`src/design/pidso_pkg.sv`:
```
// ----------------------------------------------------------------------------
// pidso_pkg: shared types and constants for the shaped-output PID block
// Value formats, register indexes, mode bits, sequencer states, divider ports.
// ----------------------------------------------------------------------------
package pidso_pkg;

  localparam int VALUE_W    = 32;  // Q16.16 values
  localparam int FRAC_BITS  = 16;
  localparam int STEP_W     = 25;  // time step, 2^-24 s units
  localparam int TIME_FRAC  = 24;
  localparam int ALPHA_FRAC = 30;
  localparam int STEP_MIN   = 17;
  localparam int CFG_W      = 64;
  localparam int NUM_REGS   = 8;
  localparam int IDX_W      = 3;
  localparam int SAT_IN_W   = 68;

  // shared divider sizing
  localparam int DIV_DVD_W = 57;
  localparam int DIV_DVS_W = 41;
  localparam int DIV_QUO_W = 31;
  localparam int DIV_CNT_W = 5;

  // register indexes
  localparam int REG_GAINS_PI  = 0;
  localparam int REG_GAINS_DFF = 1;
  localparam int REG_OUT_LIM   = 2;
  localparam int REG_INT_LIM   = 3;
  localparam int REG_TGT_LIM   = 4;
  localparam int REG_SEP_TH    = 5;
  localparam int REG_SHAPER    = 6;
  localparam int REG_MODES     = 7;

  // mode bits
  localparam int MODE_TGTLIM = 0;
  localparam int MODE_SEP    = 1;
  localparam int MODE_DONTGT = 2;
  localparam int MODE_DBAND  = 3;
  localparam int MODE_FILT   = 4;
  localparam int MODE_SLEW   = 5;

  typedef enum logic [4:0] {
    ST_IDLE,
    ST_CHK,
    ST_P,
    ST_FF,
    ST_INC,
    ST_COEF,
    ST_COEF_W,
    ST_SCALE_M,
    ST_SCALE,
    ST_RATE,
    ST_RATE_W,
    ST_D_M,
    ST_D,
    ST_CAND,
    ST_IT_M,
    ST_IT,
    ST_SHAPE,
    ST_ALPHA_W,
    ST_FILT_M,
    ST_FILT,
    ST_SLEW_M,
    ST_SLEW,
    ST_OUT
  } state_e;

  typedef struct packed {
    logic                 start;
    logic [DIV_CNT_W-1:0] cnt;    // quotient bits to produce
    logic [DIV_DVD_W-1:0] dvd;
    logic [DIV_DVS_W-1:0] dvs;
  } div_req_t;

  typedef struct packed {
    logic                 done;
    logic [DIV_QUO_W-1:0] quo;
  } div_rsp_t;

  // saturate a wide signed value to the value range
  function automatic logic signed [VALUE_W-1:0] sat(input logic signed [SAT_IN_W-1:0] x);
    logic signed [SAT_IN_W-1:0] hi;
    logic signed [SAT_IN_W-1:0] lo;
    logic signed [VALUE_W-1:0]  r;
    hi = SAT_IN_W'(signed'({1'b0, {(VALUE_W-1){1'b1}}}));
    lo = SAT_IN_W'(signed'({1'b1, {(VALUE_W-1){1'b0}}}));
    if (x > hi) begin
      r = hi[VALUE_W-1:0];
    end else if (x < lo) begin
      r = lo[VALUE_W-1:0];
    end else begin
      r = x[VALUE_W-1:0];
    end
    return r;
  endfunction

endpackage

```
`src/design/pidso_div.sv`:
```
// ----------------------------------------------------------------------------
// pidso_div: shared restoring divider, one quotient bit per cycle
// Caller guarantees the quotient fits in req.cnt bits.
// ----------------------------------------------------------------------------
module pidso_div (
  input  logic                clk_i,
  input  logic                rst_ni,
  input  pidso_pkg::div_req_t req_i,
  output pidso_pkg::div_rsp_t rsp_o
);

  localparam int DVD_W = pidso_pkg::DIV_DVD_W;
  localparam int DVS_W = pidso_pkg::DIV_DVS_W;
  localparam int QUO_W = pidso_pkg::DIV_QUO_W;
  localparam int CNT_W = pidso_pkg::DIV_CNT_W;
  localparam int SH_W  = $clog2(DVD_W + 1);

  logic [DVS_W-1:0] rem_q, rem_d;
  logic [DVS_W-1:0] dvs_q, dvs_d;
  logic [DVD_W-1:0] dvd_q, dvd_d;
  logic [QUO_W-1:0] quo_q, quo_d;
  logic [CNT_W-1:0] cnt_q, cnt_d;
  logic             busy_q, busy_d;
  logic             done_q, done_d;
  logic [DVS_W:0]   trial;
  logic [DVS_W:0]   diff;
  logic             ge;
  logic [SH_W-1:0]  lsh;

  assign trial = {rem_q, dvd_q[DVD_W-1]};
  assign diff  = trial - {1'b0, dvs_q};
  assign ge    = trial >= {1'b0, dvs_q};
  assign lsh   = SH_W'(DVD_W) - SH_W'(req_i.cnt);

  always_comb begin
    rem_d  = rem_q;
    dvs_d  = dvs_q;
    dvd_d  = dvd_q;
    quo_d  = quo_q;
    cnt_d  = cnt_q;
    busy_d = busy_q;
    done_d = 1'b0;
    if (req_i.start) begin
      rem_d  = DVS_W'(req_i.dvd >> req_i.cnt);
      dvd_d  = req_i.dvd << lsh;
      dvs_d  = req_i.dvs;
      quo_d  = '0;
      cnt_d  = req_i.cnt;
      busy_d = 1'b1;
    end else if (busy_q) begin
      rem_d = ge ? diff[DVS_W-1:0] : trial[DVS_W-1:0];
      dvd_d = dvd_q << 1;
      quo_d = {quo_q[QUO_W-2:0], ge};
      cnt_d = cnt_q - CNT_W'(1);
      if (cnt_q == CNT_W'(1)) begin
        busy_d = 1'b0;
        done_d = 1'b1;
      end
    end
  end

  always_ff @(posedge clk_i or negedge rst_ni) begin
    if (!rst_ni) begin
      busy_q <= 1'b0;
      done_q <= 1'b0;
      cnt_q  <= '0;
    end else begin
      busy_q <= busy_d;
      done_q <= done_d;
      cnt_q  <= cnt_d;
    end
  end

  always_ff @(posedge clk_i) begin
    rem_q <= rem_d;
    dvs_q <= dvs_d;
    dvd_q <= dvd_d;
    quo_q <= quo_d;
  end

  assign rsp_o.done = done_q;
  assign rsp_o.quo  = quo_q;

endmodule

```
`config.mk`:
```
export PLATFORM = sky130hd
export DESIGN_NAME = pidso_div
export DESIGN_NICKNAME = d
export VERILOG_FILES = /design/src/design/pidso_pkg.sv /design/src/design/pidso_div.sv
export SDC_FILE = /design/constraint.sdc
export NUM_CORES = 1
export LEC_CHECK = 0
export BUFFER_PORTS_ARGS = -buffer_cell sky130_fd_sc_hd__buf_2
export CAP_MARGIN = 0
export CORE_MARGIN = 2
export CORE_UTILIZATION = 45
export CTS_BUF_LIST = sky130_fd_sc_hd__clkbuf_8
export DETAILED_ROUTE_END_ITERATION = 10
export SLEW_MARGIN = 0
export SYNTH_ARGS = -nofsm -noshare
export SYNTH_HDL_FRONTEND = slang
export SYNTH_SLANG_ARGS = --single-unit
```
`constraint.sdc`:
```
create_clock -name clk_i -period 8.45 [get_ports clk_i]
set_input_delay 1.69 -clock clk_i [delete_from_list [all_inputs] [get_ports clk_i]]
set_output_delay 1.69 -clock clk_i [all_outputs]
set_load 0.01 [all_outputs]
```
==> metrics.md <==
| Metric | Value |
|---|---|
| Area taken by multi-input logic gates | `0.00851 mm²` |
| Clock Root Buffer | `clkbuf_8` |
| Synth area leaders | `edfxtp_1 (29%), mux2i_1 (8.0%), mux2_2 (6.3%)` |
| F_max | `210 MHz` |
| Mapped Area | `0.0143 mm²` |
| CP endpoint kind | `register` |
| Vias in the first global route | `11700` |
| First DRT Iteration DRCs | `1278` |
| GRT busiest layer | `met1` |
| Startpoint Class | `input port` |
| Gr ovfl total | `0` |
| DR vias | `12800` |
| DR pass1 iterations | `5` |
| Compound-cell area share of the yosys netlist | `0.223` |
| Largest family of logic cells by synthesized area | `compound AO/OA/AOI/OAI gates` |
| First-pass GRT wire length | `65900 µm` |
| Initial antenna violation count | `0` |
| Crit path time final | `4.76 ns` |
| Setup violators final | `0` |
| Placed cell count | `2139` |
| Met1 Usage GRT | `0.397` |
| Status | `complete, no violations` |
| Ant. Diodes | `0` |
| Mapped Nets | `1868` |
| WL/cell | `19.8 µm` |
| Final worst path period share | `0.563` |
| # nets final | `1907` |
| Clk slew on worst S/H paths | `0.10 ns` |
| Sink Count | `177` |
| CORE AREA | `0.0315 mm²` |
| H-tree depth | `4` |
| Synth unique cells | `82` |
| DRC | `0` |
| Mux share of post-synthesis cell area | `0.147` |
| Commonest non-fill, non-tap cells in the layout | `nor2_1 (207), nand2_1 (173), o21ai_0 (167), a21oi_1 (159), edfxtp_1 (139)` |
| DIE AREA | `0.0333 mm²` |
| Post-Synth Adder-Cell Area | `0.0398` |
| PortBufs | `137` |
| HPWL after detailed placement | `32100 µm` |
| Resized cells post-CTS | `0` |
| Register area | `0.00497 mm²` |
| Yosys reg bits | `177` |
| Commonest non-fill, non-tap cell in the layout | `nor2_1` |
| Synthesized instance count | `1717` |
| CTS tree | `done` |
| Synth area leader | `edfxtp_1` |
| Syn_area_per_cell | `8.35 µm²` |
| Critical Path AT | `5.02 ns` |
| Pwr dens | `248 mW/mm²` |
| Post-synth EDFFs | `139` |
| Cell Rows | `65` |
| Crit path max fanout | `44` |
| Warnings from Yosys | `0` |
| Final cell count without fillers | `2171` |
| GPL Wtd Cong | `0.968` |
| Synth Area in Simple Gates | `0.156` |
| Area share of the largest cell type after synthesis | `0.291` |
| Worst Path Required | `8.71 ns` |
| Fin Setup TNS | `0 ns` |
| Final WL | `42900 µm` |
| Worst-Margin Slew | `1.08 ns` |
| Met2 usage | `0.361` |
| Global Route met3 Usage | `0.0375` |
| Die X | `182 µm` |
| Final worst slack | `3.69 ns` |
| Num CTS Buffers | `17` |
| Area grow syn2layout | `8.20%` |
| Die height | `182 µm` |
| Share of cells above drive strength 1 | `0.166` |
| Slew headroom | `0.282` |
| Total power | `0.00385 W` |
| Worst-Skew Late Latency | `0.51 ns` |
| Clk_skew | `0.0177 ns` |
| I/O pin cnt | `138` |
| Post-CTS Repair Setup Buffers | `0` |
| Seq/Total Area, Yosys | `0.347` |
| Final hold violations | `0` |
| Total track usage | `0.255` |
| Leak Pwr | `6.58 nW` |
| Fillers | `3138` |
| Slew Limit Fails | `0` |
| MaxCap Viol Count | `0` |
| CTS Hold Buffers Added | `0` |
| DP Worst Slack | `3.24 ns` |
| Post-synth ARST share | `0.0395` |
| Critical path class | `in -> reg` |
| Main flop type after synthesis | `edfxtp_1` |
| Xor/xnor cell area share of the yosys netlist | `0.0251` |
| Clock buffer depth | `2` |
| Starting Density | `0.455` |
| RSZ-0062 raised after global routing | `false` |
| Final ANT Viol Nets | `0` |
| Vias per cell | `5.91` |
| Largest net degree at the start of global routing | `112` |
| VDD IR-drop max | `0.158 mV` |
| Hold Path Class | `reg -> reg` |
| Final Core Density | `0.493` |
==> cell families (layout without fill, tap and decap cells) <==
group / Yosys count / after routing
mux: 197 / 197
compound gates: 527 / 527
buf+inv: 219 / 271
fa+ha+maj: 45 / 45
flops: 177 / 177
xor+xnor: 41 / 41
simple gates: 510 / 510
other cells: 1 / 1
==> worst max-delay path: stages <==
cell and delay, ns:
buf_2 0.59, inv_2 0.07, ha_1 0.29, buf_4 0.27, inv_1 0.83, mux2_2 0.34
nand2_1 0.06, o21ai_0 0.13, nor2_1 0.07, a31oi_1 0.25, o21ai_0 0.12, mux2_2 0.28
==> final timing paths <==
kind / to / from / cells after the start / slack (ns)
max: dvd_q[52] / req_i[100] / 12 / 3.69
min: quo_q[30] / quo_q[30] / 2 / 0.51
max reg2reg: rem_q[25] / dvd_q[56] / 14 / 3.94
min reg2reg: quo_q[30] / quo_q[30] / 2 / 0.51
max in group asynchronous: busy_q / rst_ni / 1 / 7.26
min in group asynchronous: done_q / rst_ni / 1 / 1.01
==> per-stage QoR <==
| stage | area [µm²] | hold slack (ns) |
|---|---|---|
| floorplan | 14300 | 0.497 |
| global placement | 15100 | 0.472 |
| detailed placement | 15100 | 0.495 |
| CTS | 15500 | 0.523 |
| global route | 15500 | 0.562 |
| finish | 15500 | 0.511 |
==> power breakdown <==
part           internal, W  switching [W]
sequential         0.00116       0.000116
clock             0.000244       0.000359
combinational     0.000770        0.00120
==> synthesized netlist by cell type (4+ instances only) <==
cell type	n
nor2_1	207
nand2_1	173
o21ai_0	167
a21oi_1	159
edfxtp_1	139
mux2i_1	114
inv_1	86
clkbuf_1	84
mux2_2	80
ha_1	44
o22ai_1	33
a211oi_1	32
dfxtp_1	31
nand3_1	24
xor2_1	23
buf_1	22
o211ai_1	21
buf_2	18
nor2b_1	18
o21a_1	18
xnor2_1	18
nor3_1	17
a21o_1	13
a31oi_1	12
a22oi_1	9
o21bai_1	9
and2_1	8
and3b_1	8
nand2b_1	8
nand4_1	8
dfrtp_1	7
nor3b_1	7
o221ai_1	7
or2_2	7
and3_1	6
o31ai_1	6
a22o_1	4
buf_6	4
nor4_1	4
or3_1	4
==> layer usage <==
layer	vias up	wire [µm]
met2	486	17700
met3	44	3000
met1	6010	21200
li1	6280	-
met5	-	0
met4	0	1050
==> flip-flops by register name, indices dropped and copies added, names as in the netlist <==
| name | count |
|---|---|
| done_q | 1 |
| cnt_q | 5 |
| quo_q | 31 |
| dvd_q | 57 |
| dvs_q | 41 |
| busy_q | 1 |
| rem_q | 41 |
==> final cells by class <==
cell class,instances,area share
Clock buffer,17,0.0151
Clock inverter,15,0.00960
Inverter,87,0.0211
Multi-Input combinational cell,1321,0.549
Sequential cell,177,0.321
Tap cell,402,0.0324
Timing Repair Buffer,152,0.0524
No activity file was read; power rests on OpenSTA's default activity.
